--- config.mk ---
export PLATFORM = sky130hd
export DESIGN_NAME = running_average_ring_top_flat
export DESIGN_NICKNAME = d
export VERILOG_FILES = /design/src/rtl/rar_pkg.sv /design/src/rtl/rar_sample_if.sv /design/src/rtl/rar_average_if.sv /design/src/rtl/rar_div.sv /design/src/rtl/running_average_ring_top.sv /design/src/flat_wrapper.sv
export VERILOG_INCLUDE_DIRS = /design/src /design/src/rtl
export SDC_FILE = /design/constraint.sdc
export NUM_CORES = 1
export LEC_CHECK = 0
export BUFFER_PORTS_ARGS = -buffer_cell sky130_fd_sc_hd__buf_2
export CAP_MARGIN = 20
export CORE_ASPECT_RATIO = 2
export CORE_MARGIN = 2
export CORE_UTILIZATION = 50
export CTS_BUF_LIST = sky130_fd_sc_hd__clkbuf_4
export DETAILED_ROUTE_END_ITERATION = 8
export GPL_ROUTABILITY_DRIVEN = 1
export GPL_TIMING_DRIVEN = 1
export HOLD_SLACK_MARGIN = 0.02
export PLACE_DENSITY = 0.7
export SETUP_SLACK_MARGIN = 0.2
export SLEW_MARGIN = 5
export SYNTH_ARGS = -nofsm -noshare
export SYNTH_HDL_FRONTEND = slang
export SYNTH_SLANG_ARGS = --single-unit
--- constraint.sdc ---
create_clock -name clk_i -period 19.45 [get_ports clk_i]
set_clock_uncertainty 0.1 [all_clocks]
set_input_delay 0 -clock clk_i [delete_from_list [all_inputs] [get_ports clk_i]]
set_output_delay 0 -clock clk_i [all_outputs]
set_load 0.02 [all_outputs]
--- src/rtl/running_average_ring_top_defines.svh ---
// ----------------------------------------------------------------------------
// Running average ring: assertion macros
// Concurrent assertion wrappers, compiled out when NO_ASSERTIONS is defined.
// ----------------------------------------------------------------------------
`ifndef RUNNING_AVERAGE_RING_TOP_DEFINES_SVH
`define RUNNING_AVERAGE_RING_TOP_DEFINES_SVH

`ifndef NO_ASSERTIONS
// checked only outside reset
`define RAR_ASSERT(lbl, prop, msg) \
  lbl: assert property (@(posedge clk_i) disable iff (!rst_ni) prop) else $error(msg);
// checked on every edge, reset included
`define RAR_ASSERT_ALWAYS(lbl, prop, msg) \
  lbl: assert property (@(posedge clk_i) prop) else $error(msg);
`else
`define RAR_ASSERT(lbl, prop, msg)
`define RAR_ASSERT_ALWAYS(lbl, prop, msg)
`endif

`endif

--- src/rtl/rar_pkg.sv ---
// ----------------------------------------------------------------------------
// Running average ring: package
// Shared widths, reset constants, control state and divider status types.
// ----------------------------------------------------------------------------
package rar_pkg;

  localparam int SAMPLE_W = 32;
  localparam int WIN_W    = 6;
  localparam logic [WIN_W-1:0] WINDOW_RESET = 6'd20;

  typedef enum logic [1:0] {
    ST_IDLE,
    ST_READ,
    ST_DIV,
    ST_OUT
  } state_e;

  typedef struct packed {
    logic busy;
    logic done;
  } div_status_t;

endpackage

--- src/rtl/rar_sample_if.sv ---
// ----------------------------------------------------------------------------
// Running average ring: sample channel
// Valid/ready channel carrying one signed sample per transaction.
// ----------------------------------------------------------------------------
interface rar_sample_if;
  logic                                valid;
  logic                                ready;
  logic signed [rar_pkg::SAMPLE_W-1:0] sample;

  modport source (output valid, output sample, input ready);
  modport sink   (input valid, input sample, output ready);
endinterface

--- src/rtl/rar_average_if.sv ---
// ----------------------------------------------------------------------------
// Running average ring: average channel
// Valid/ready channel carrying one signed average per transaction.
// ----------------------------------------------------------------------------
interface rar_average_if;
  logic                                valid;
  logic                                ready;
  logic signed [rar_pkg::SAMPLE_W-1:0] average;

  modport source (output valid, output average, input ready);
  modport sink   (input valid, input average, output ready);
endinterface

--- src/rtl/rar_div.sv ---
// ----------------------------------------------------------------------------
// Running average ring: sum divider
// Bit-serial restoring divider, signed dividend by positive count, one
// quotient bit per cycle, result truncated toward zero.
// ----------------------------------------------------------------------------
module rar_div #(
  parameter int SUM_W = 37,
  parameter int CNT_W = 6
) (
  input  logic                                clk_i,
  input  logic                                rst_ni,
  input  logic                                start_i,
  input  logic signed [SUM_W-1:0]             dividend_i,
  input  logic        [CNT_W-1:0]             divisor_i,
  output rar_pkg::div_status_t                status_o,
  output logic signed [rar_pkg::SAMPLE_W-1:0] quotient_o
);

  localparam int STEP_W = $clog2(SUM_W);

  logic              busy_q, busy_d;
  logic              done_q, done_d;
  logic [STEP_W-1:0] step_q, step_d;
  logic [SUM_W-1:0]  mag_q;
  logic [CNT_W-1:0]  rem_q;
  logic [CNT_W-1:0]  div_q;
  logic              neg_q;

  logic [CNT_W:0]    rem_sh;
  logic [CNT_W:0]    rem_sub;
  logic              fits;
  logic [rar_pkg::SAMPLE_W-1:0] q_mag;

  always_comb begin
    rem_sh  = {rem_q, mag_q[SUM_W-1]};
    fits    = rem_sh >= {1'b0, div_q};
    rem_sub = rem_sh - {1'b0, div_q};
  end

  always_comb begin
    busy_d = busy_q;
    done_d = 1'b0;
    step_d = step_q;
    if (start_i) begin
      busy_d = 1'b1;
      step_d = STEP_W'(SUM_W - 1);
    end else if (busy_q) begin
      step_d = step_q - 1'b1;
      if (step_q == '0) begin
        busy_d = 1'b0;
        done_d = 1'b1;
      end
    end
  end

  always_ff @(posedge clk_i or negedge rst_ni) begin
    if (!rst_ni) begin
      busy_q <= 1'b0;
      done_q <= 1'b0;
      step_q <= '0;
    end else begin
      busy_q <= busy_d;
      done_q <= done_d;
      step_q <= step_d;
    end
  end

  always_ff @(posedge clk_i) begin
    if (start_i) begin
      neg_q <= dividend_i[SUM_W-1];
      mag_q <= dividend_i[SUM_W-1] ? SUM_W'(-dividend_i) : SUM_W'(dividend_i);
      rem_q <= '0;
      div_q <= divisor_i;
    end else if (busy_q) begin
      mag_q <= {mag_q[SUM_W-2:0], fits};
      rem_q <= fits ? rem_sub[CNT_W-1:0] : rem_sh[CNT_W-1:0];
    end
  end

  assign q_mag           = mag_q[rar_pkg::SAMPLE_W-1:0];
  assign quotient_o      = neg_q ? $signed(-q_mag) : $signed(q_mag);
  assign status_o.busy   = busy_q;
  assign status_o.done   = done_q;

endmodule

--- src/rtl/running_average_ring_top.sv ---
// ----------------------------------------------------------------------------
// Running average ring: top level
// Simple moving average over the last window_size samples.
// ----------------------------------------------------------------------------
// One sample in, one average out per transaction. The block takes a sample,
// reads the oldest ring entry from the sample memory, updates the running
// sum and writes the new sample back, then divides the sum by the fill count
// in a bit-serial divider and loads the output register once it is free. A
// new sample is taken while the previous average still waits in the output
// register. Ring entries not yet written since the last clear read as zero
// through the fill count, so no clearing pass is needed. Writing the window
// register clears the filter; write it only while the block is idle. Window
// values of zero act as one, values above WINDOW_MAX as WINDOW_MAX.
// ----------------------------------------------------------------------------
`include "running_average_ring_top_defines.svh"

module running_average_ring_top #(
  parameter int WINDOW_MAX = 32
) (
  input  logic                         clk_i,
  input  logic                         rst_ni,
  rar_sample_if.sink                   sample_i,
  rar_average_if.source                average_o,
  input  logic                         cfg_we_i,
  input  logic [rar_pkg::WIN_W-1:0]    cfg_wdata_i
);

  localparam int AW    = $clog2(WINDOW_MAX);
  localparam int CNT_W = $clog2(WINDOW_MAX + 1);
  localparam int SUM_W = rar_pkg::SAMPLE_W + $clog2(WINDOW_MAX);

  rar_pkg::state_e state_q, state_d;

  logic [rar_pkg::WIN_W-1:0]           win_q;
  logic [CNT_W-1:0]                    win_eff;
  logic [AW-1:0]                       pos_q, pos_d;
  logic [CNT_W-1:0]                    cnt_q, cnt_d;
  logic signed [SUM_W-1:0]             sum_q, sum_d;
  logic signed [SUM_W:0]               sum_ext;
  logic signed [rar_pkg::SAMPLE_W-1:0] sample_q;
  logic signed [rar_pkg::SAMPLE_W-1:0] old_val;
  logic [CNT_W-1:0]                    pos_inc;

  logic [rar_pkg::SAMPLE_W-1:0]        ring_mem [WINDOW_MAX];
  logic [rar_pkg::SAMPLE_W-1:0]        rd_data_q;

  logic                                out_valid_q;
  logic signed [rar_pkg::SAMPLE_W-1:0] average_q;

  logic                                in_fire;
  logic                                upd;
  logic                                out_load;
  logic                                div_start;
  rar_pkg::div_status_t                div_stat;
  logic signed [rar_pkg::SAMPLE_W-1:0] div_quot;

  always_comb begin
    if (win_q == '0) begin
      win_eff = CNT_W'(1);
    end else if (int'(win_q) > WINDOW_MAX) begin
      win_eff = CNT_W'(WINDOW_MAX);
    end else begin
      win_eff = CNT_W'(win_q);
    end
  end

  assign sample_i.ready = (state_q == rar_pkg::ST_IDLE);
  assign in_fire        = sample_i.valid && sample_i.ready;

  // read-modify-write of the ring slot
  always_comb begin
    old_val = (cnt_q >= win_eff) ? $signed(rd_data_q) : '0;
    sum_ext = (SUM_W+1)'(sum_q) - (SUM_W+1)'(old_val) + (SUM_W+1)'(sample_q);
    sum_d   = sum_ext[SUM_W-1:0];
    pos_inc = CNT_W'(pos_q) + 1'b1;
    pos_d   = (pos_inc >= win_eff) ? '0 : pos_inc[AW-1:0];
    cnt_d   = (cnt_q < win_eff) ? cnt_q + 1'b1 : win_eff;
  end

  always_comb begin
    state_d   = state_q;
    upd       = 1'b0;
    div_start = 1'b0;
    out_load  = 1'b0;
    unique case (state_q)
      rar_pkg::ST_IDLE: begin
        if (in_fire) state_d = rar_pkg::ST_READ;
      end
      rar_pkg::ST_READ: begin
        upd       = 1'b1;
        div_start = 1'b1;
        state_d   = rar_pkg::ST_DIV;
      end
      rar_pkg::ST_DIV: begin
        if (div_stat.done) state_d = rar_pkg::ST_OUT;
      end
      rar_pkg::ST_OUT: begin
        if (!out_valid_q || average_o.ready) begin
          out_load = 1'b1;
          state_d  = rar_pkg::ST_IDLE;
        end
      end
      default: state_d = rar_pkg::ST_IDLE;
    endcase
  end

  always_ff @(posedge clk_i or negedge rst_ni) begin
    if (!rst_ni) begin
      state_q <= rar_pkg::ST_IDLE;
    end else begin
      state_q <= state_d;
    end
  end

  always_ff @(posedge clk_i or negedge rst_ni) begin
    if (!rst_ni) begin
      win_q <= rar_pkg::WINDOW_RESET;
      pos_q <= '0;
      cnt_q <= '0;
      sum_q <= '0;
    end else if (cfg_we_i) begin
      win_q <= cfg_wdata_i;
      pos_q <= '0;
      cnt_q <= '0;
      sum_q <= '0;
    end else if (upd) begin
      pos_q <= pos_d;
      cnt_q <= cnt_d;
      sum_q <= sum_d;
    end
  end

  always_ff @(posedge clk_i) begin
    if (in_fire) begin
      sample_q <= sample_i.sample;
    end
  end

  always_ff @(posedge clk_i) begin
    if (in_fire) begin
      rd_data_q <= ring_mem[pos_q];
    end
    if (upd) begin
      ring_mem[pos_q] <= sample_q;
    end
  end

  rar_div #(
    .SUM_W (SUM_W),
    .CNT_W (CNT_W)
  ) u_div (
    .clk_i      (clk_i),
    .rst_ni     (rst_ni),
    .start_i    (div_start),
    .dividend_i (sum_d),
    .divisor_i  (cnt_d),
    .status_o   (div_stat),
    .quotient_o (div_quot)
  );

  always_ff @(posedge clk_i or negedge rst_ni) begin
    if (!rst_ni) begin
      out_valid_q <= 1'b0;
    end else if (out_load) begin
      out_valid_q <= 1'b1;
    end else if (average_o.ready) begin
      out_valid_q <= 1'b0;
    end
  end

  always_ff @(posedge clk_i) begin
    if (out_load) begin
      average_q <= div_quot;
    end
  end

  assign average_o.valid   = out_valid_q;
  assign average_o.average = average_q;

  `RAR_ASSERT_ALWAYS(a_cnt_le_win, cnt_q <= win_eff, "fill count exceeds window")
  `RAR_ASSERT_ALWAYS(a_pos_lt_win, CNT_W'(pos_q) < win_eff, "write position out of window")
  `RAR_ASSERT(a_done_in_div, div_stat.done |-> state_q == rar_pkg::ST_DIV,
              "divider finished outside the divide state")
  `RAR_ASSERT(a_ready_not_busy, sample_i.ready |-> !div_stat.busy,
              "sample taken while divider busy")

endmodule
--- src/flat_wrapper.sv ---
// flat-port wrapper written by rule: the top's interface ports become plain ports
module running_average_ring_top_flat 
#(
  parameter int WINDOW_MAX = 32
)
  (clk_i, rst_ni, cfg_we_i, cfg_wdata_i, sample_i_valid, sample_i_sample, sample_i_ready, average_o_valid, average_o_average, average_o_ready);
  rar_sample_if sample_i_i ();
  rar_average_if average_o_i ();
  input  logic clk_i;
  input  logic rst_ni;
  input  logic cfg_we_i;
  input  logic [rar_pkg::WIN_W-1:0] cfg_wdata_i;
  input wire logic [$bits(sample_i_i.valid)-1:0] sample_i_valid;
  input wire logic [$bits(sample_i_i.sample)-1:0] sample_i_sample;
  output wire logic [$bits(sample_i_i.ready)-1:0] sample_i_ready;
  output wire logic [$bits(average_o_i.valid)-1:0] average_o_valid;
  output wire logic [$bits(average_o_i.average)-1:0] average_o_average;
  input wire logic [$bits(average_o_i.ready)-1:0] average_o_ready;
  assign sample_i_i.valid = sample_i_valid;
  assign sample_i_i.sample = sample_i_sample;
  assign sample_i_ready = sample_i_i.ready;
  assign average_o_valid = average_o_i.valid;
  assign average_o_average = average_o_i.average;
  assign average_o_i.ready = average_o_ready;
  running_average_ring_top #(.WINDOW_MAX(WINDOW_MAX)) u_core (.clk_i(clk_i), .rst_ni(rst_ni), .sample_i(sample_i_i), .average_o(average_o_i), .cfg_we_i(cfg_we_i), .cfg_wdata_i(cfg_wdata_i));
endmodule
== Yosys cells after proc, flatten, opt, wreduce, memory -nomap -nowiden ==
Memory sizes are Yosys's and may differ from the RTL's. A register that Yosys moved wholly into a read port is not among the register bits.
Index checks and enable logic that the tools add are counted.
Storage, ports and cells
  register bits: 179
  bits in writable memories: 1024
  input port bits: 43
  logic and storage cells: 80
  memories kept: 1
Memory list
  u_core.ring_mem: depth 32, width 32, rd ports 1, clocked after memory_dff 1, write ports 1, line running_average_ring_top.sv:44  | logic [rar_pkg::SAMPLE_W-1:0] ring_mem [WINDOW_MAX];
Cells by class
  $add $sub $neg: 8
  order comparisons: 5
  equality and inequality tests: 6
  muxes and demuxes: 35
  reduce and logical (&&, ||, !) cells: 10
Operators with widths (count)
  $mux W37: 5
  $mux W32: 2
  $mux W6: 8
  $add A37 B32 Y37: 1
  $neg A37 Y37: 1
  $sub A37 B32 Y37: 1
  $neg A32 Y32: 1
  $mux W5: 3
  $mux W1: 13
  $ge A6 B6 Y1: 2
  $logic_not A6 Y1: 2
  $pmux W2 S4: 1
  $ge A7 B6 Y1: 1
  $add A5 B1 Y6 const B: 1
  $add A6 B1 Y6 const B: 1
  $gt A6 B6 Y1 const B: 1
  $lt A6 B6 Y1: 1
  $mux W2: 3
  $reduce_bool A2 Y1: 3
  $sub A6 B1 Y6 const B: 1
  $sub A6 B6 Y6: 1
  $eq A2 B2 Y1 const B: 2
  $ne A2 B2 Y1 const B: 2
  $reduce_and A3 Y1: 1
  6 further kinds: 6

== Logic depth before layout (Yosys ltp) ==
  word-level depth: 10
  depth in mapped cells: 27
  gate-level depth less buffers: 25

== Hierarchy ==
From an unflattened synthesis, not the netlist that was laid out.
Second synthesis, totals
  cell total of the unflattened synthesis: 2960
  area total of the unflattened synthesis: 52049.9 µm²
Modules (own cells, without submodules)
  running_average_ring_top: times used 1, cells each 2507, area an instance 47823.4 µm², sequential area each 35061.1 µm²
  rar_div: times used 1, cells each 453, area an instance 4226.6 µm², sequential area each 1641.6 µm²

== Worst setup path after synthesis ==
No wires, ideal clock.
  kind: register -> register
  start point: reg u_core.win_q[5] (netlist bit)
  end point: reg u_core.u_div.mag_q[35] (data pin)
  data arrival time: 6.005 ns
  slack: 13.209 ns
  stages on the path, launching flop included: 24
  buffers on the path: 2
  period minus slack after synthesis: 6.241 ns
  cell sequence: dfrtp_1 inv_1 nand2_1 ha_1 a21o_1 a21o_1 a211oi_1 o21a_1 clkbuf_1 nor2b_1 fa_1 inv_1 fa_1 a211o_1 a211o_1 a21bo_1 xor2_1 or4b_1 buf_2 nor2_4 nand4bb_4 or3_4 or4b_1 nand3_1
Between the ends
  word-level cells in the longest chain between the ends: 10
Ends and longest elaborated chain
  start: declaration: line running_average_ring_top.sv:34  | logic [rar_pkg::WIN_W-1:0] win_q;
  start signal: assignment: line running_average_ring_top.sv:117  | win_q <= rar_pkg::WINDOW_RESET;
  start signal: assignment: line running_average_ring_top.sv:122  | win_q <= cfg_wdata_i;
  $gt A6 B6 Y1: line running_average_ring_top.sv:60  | end else if (int'(win_q) > WINDOW_MAX) begin
  $mux W6: line running_average_ring_top.sv:60
  $mux W6 (*): line running_average_ring_top.sv:58  | if (win_q == '0) begin
  $ge A6 B6 Y1 (*): line running_average_ring_top.sv:72  | old_val = (cnt_q >= win_eff) ? $signed(rd_data_q) : '0;
  $mux W32 (*): line running_average_ring_top.sv:72
  $sub A37 B32 Y37 (*): line running_average_ring_top.sv:73  | sum_ext = (SUM_W+1)'(sum_q) - (SUM_W+1)'(old_val) + (SUM_W+1)'(sample_q);
  $add A37 B32 Y37 (*): line running_average_ring_top.sv:73
  $neg A37 Y37: line rar_div.sv:71  | mag_q <= dividend_i[SUM_W-1] ? SUM_W'(-dividend_i) : SUM_W'(dividend_i);
  $mux W37 (*): line rar_div.sv:71
  $mux W37 (*): line rar_div.sv:69  | if (start_i) begin
  end signal: assignment: line rar_div.sv:71
  end signal: assignment: line rar_div.sv:75  | mag_q <= {mag_q[SUM_W-2:0], fits};
  end: declaration: line rar_div.sv:24  | logic [SUM_W-1:0] mag_q;
Mark *: on every way between the ends. The rest lies on a longest branch, timed or not.
A chain may end at the register's enable or synchronous reset.

== Worst setup path in the final report ==
  start point: reg u_core.win_q[5] (netlist bit)
  end point: reg u_core.u_div.mag_q[27] (data pin)
The elaborated chain is that of the path after synthesis.

==> impl_metrics.json <==
{
  "outcome": "completed",
  "clkTransAtPathRegs_ps": 70,
  "yosysUniqueCellTypes": 86,
  "synthTopCellsByCount": "edfxtp_1, mux4_2, inv_1",
  "worstPathArrival_ps": 8690,
  "routedWlPerCell_um": 28.1,
  "hold_viol": 0,
  "synthFlopType": "edfxtp_1",
  "synth_area_leaders": "edfxtp_1, mux4_2, dfrtp_1",
  "synth_top_cell_area_share_pct": 67.2,
  "cts_buffers": 281,
  "core_area_um2": 103000,
  "relSlewSlack_pct": 25.1,
  "cp-start-kind": "flip-flop",
  "start_util_pct": 50.3,
  "wirelength_mm": 139,
  "power_density_nw_per_um2": 147,
  "crit_type": "reg -> reg",
  "design_area_um2": 58900,
  "hold_depth": 5,
  "rsz0062_at_grt": "no",
  "drt_iter0_markers": 3006,
  "dp_cells": 4364,
  "ant_nets": 0,
  "synth.most_common_cell": "edfxtp_1",
  "max-cap-violations": 0,
  "setup_violations": 0,
  "ys_seq_elements": 1235,
  "place.gp.congestion": 0.987,
  "placed_cell_area_um2": 54400,
  "setup_tns_ps": 0,
  "critPathMaxFanout": 59,
  "timing.fmax_mhz": 126,
  "syn_area_um2": 52000,
  "area_growth_pct": 13.3,
  "ys_seq_area_share_pct": 70.5,
  "async_flop_share_pct": 5.26,
  "synth_edf_count": 1164,
  "io_pins": 77,
  "peakVddDrop_mv": 0.0887,
  "cts.sinks": 1235,
  "syn_inst": 3014,
  "grt_use_total_pct": 26.5,
  "grt_pass1_wl_mm": 202,
  "nFillCells": 7852,
  "drc_errors": 0,
  "syn-num-nets": 3163,
  "worst_ep_required_time_ps": 20200,
  "num-nets-final": 3572,
  "clk_latency_ps": 1190,
  "htreeDepth": 5,
  "dieWidth_um": 232,
  "synth_warnings": 0,
  "die_area_um2": 107000,
  "layout-drive-gt1-share_pct": 24.8,
  "post-route-min-period_ps": 7940,
  "rr_worst_depth": 25,
  "dp_hpwl_mm": 80.6,
  "fin_crit_sh_pct": 40.8,
  "hp-class": "in -> reg",
  "clockRootBuffer": "clkbuf_4",
  "yosysTopAreaCell": "edfxtp_1",
  "routed_via_density": 6.17,
  "overflow": 0,
  "critPathCaptureType": "flip-flop",
  "tritoncts": "done",
  "grt_pass1_vias": 31700,
  "synth_area_per_cell_um2": 17.3,
  "fin_cells": 4942,
  "slew_viol_final": 0,
  "clockBufferDepth": 4,
  "rows": 167,
  "fp.dieH_um": 460,
  "leakagePower_uw": 0.0197,
  "portBuffers": 76,
  "grt_max_degree": 68,
  "antenna_found_initial": 5,
  "tightest_slew_ps": 1120,
  "routed-via-count": 30500,
  "drtPass1Iterations": 5
}
==> cells by family after synthesis <==
logic type	after synthesis	share of synthesized area (%)
compound gates	436	5.74
xor+xnor	68	1.16
fa+ha+maj	106	3.08
buf+inv	338	2.45
flops	1235	70.5
mux	289	11.7
simple gates	542	5.30
==> power breakdown <==
group          total, uW  internal (uW)  switching [uW]
Clock               1900            939             966
Combinational       3320           1240            2080
Sequential          3450           3270             180
==> metrics by stage <==
stage	setup WS, ps	total power, uW	util, %	hold slack, ps
floorplan	13210	5780	-	-396
global placement	11630	6660	52.6	76.0
detailed placement	11540	6750	52.6	78.1
CTS	11450	8680	56.9	149
global route	10890	9150	57.0	289
finish	11510	8670	57.0	313
==> per-layer routing <==
layer	share of wire [%]	global-route usage (%)	vias up
met5	0	0	-
met4	5.6	14.7	0
met3	7.5	5.15	402
met2	54	47.9	1583
met1	33	28.9	15600
li1	-	-	12900
==> layout by cell type, fill, tap and decap left out, types with 70 or more instances in the layout <==
cell,count
inv_1,179
clkbuf_4,386
buf_2,75
buf_4,80
dlygate4sd3_1,124
a22oi_1,130
mux4_2,256
nand2_1,121
nor2_1,124
o21ai_0,70
edfxtp_1,1164
==> worst max-delay path, stage by stage (launching register included) <==
cell,delay [ps]
dfrtp_1,390
inv_1,180
nand2_1,140
ha_1,310
a21o_1,160
a21o_1,160
a211oi_1,390
buf_4,240
o21a_1,140
buf_4,330
nor2b_1,90
ha_1,280
inv_1,40
ha_1,220
fa_1,470
a211o_1,340
a211o_1,390
a22oi_1,570
a2111oi_0,280
o21bai_1,190
a31oi_1,190
a31o_1,300
a311o_2,740
inv_2,430
o21ai_0,190
a221o_1,320
==> flip-flops by register name (all words and copies together), names as in the netlist <==
register                  cells
u_core.rd_data_q             32
u_core.u_div.mag_q           37
u_core.state_q                2
u_core.u_div.div_q            6
u_core.ring_mem            1024
u_core.sample_q              32
u_core.u_div.done_q           1
u_core.average_o.valid        1
u_core.pos_q                  5
u_core.u_div.rem_q            6
u_core.u_div.neg_q            1
u_core.u_div.busy_q           1
u_core.u_div.step_q           6
u_core.cnt_q                  6
u_core.sum_q                 37
u_core.average_o.average     32
u_core.win_q                  6
==> final timing paths <==
path / to / slack (ps) / start
worst max-delay path: u_core.u_div.mag_q[27] / 11510 / u_core.win_q[5]
worst min-delay path: u_core.average_o.valid / 310 / average_o_ready
worst max register to register: u_core.u_div.mag_q[27] / 11510 / u_core.win_q[5]
worst min register to register: u_core.u_div.rem_q[5] / 410 / u_core.u_div.rem_q[5]
max in group asynchronous: u_core.sum_q[27] / 18440 / rst_ni
min in group asynchronous: u_core.cnt_q[4] / 380 / rst_ni
==> area by class of cell <==
type                       count  area, um2  area share (%)
timing repair buffer         283       2320            3.94
multi-input combinational   1441      14300            24.3
antenna                        3       7.51          0.0127
clock inverter                61        294           0.499
inverter                     181        679            1.15
tap                         1352       1690            2.87
clock buffer                 386       2900            4.92
sequential                  1235      36700            62.3
==> repair_timing <==
action / in CTS / in global routing
resized for setup: 0 / 0
hold endpoints to repair: 250 / 0
hold buffers: 125 / 0
buffers inserted: 0 / 0
Note: power is estimated with default switching activity, not from simulation.
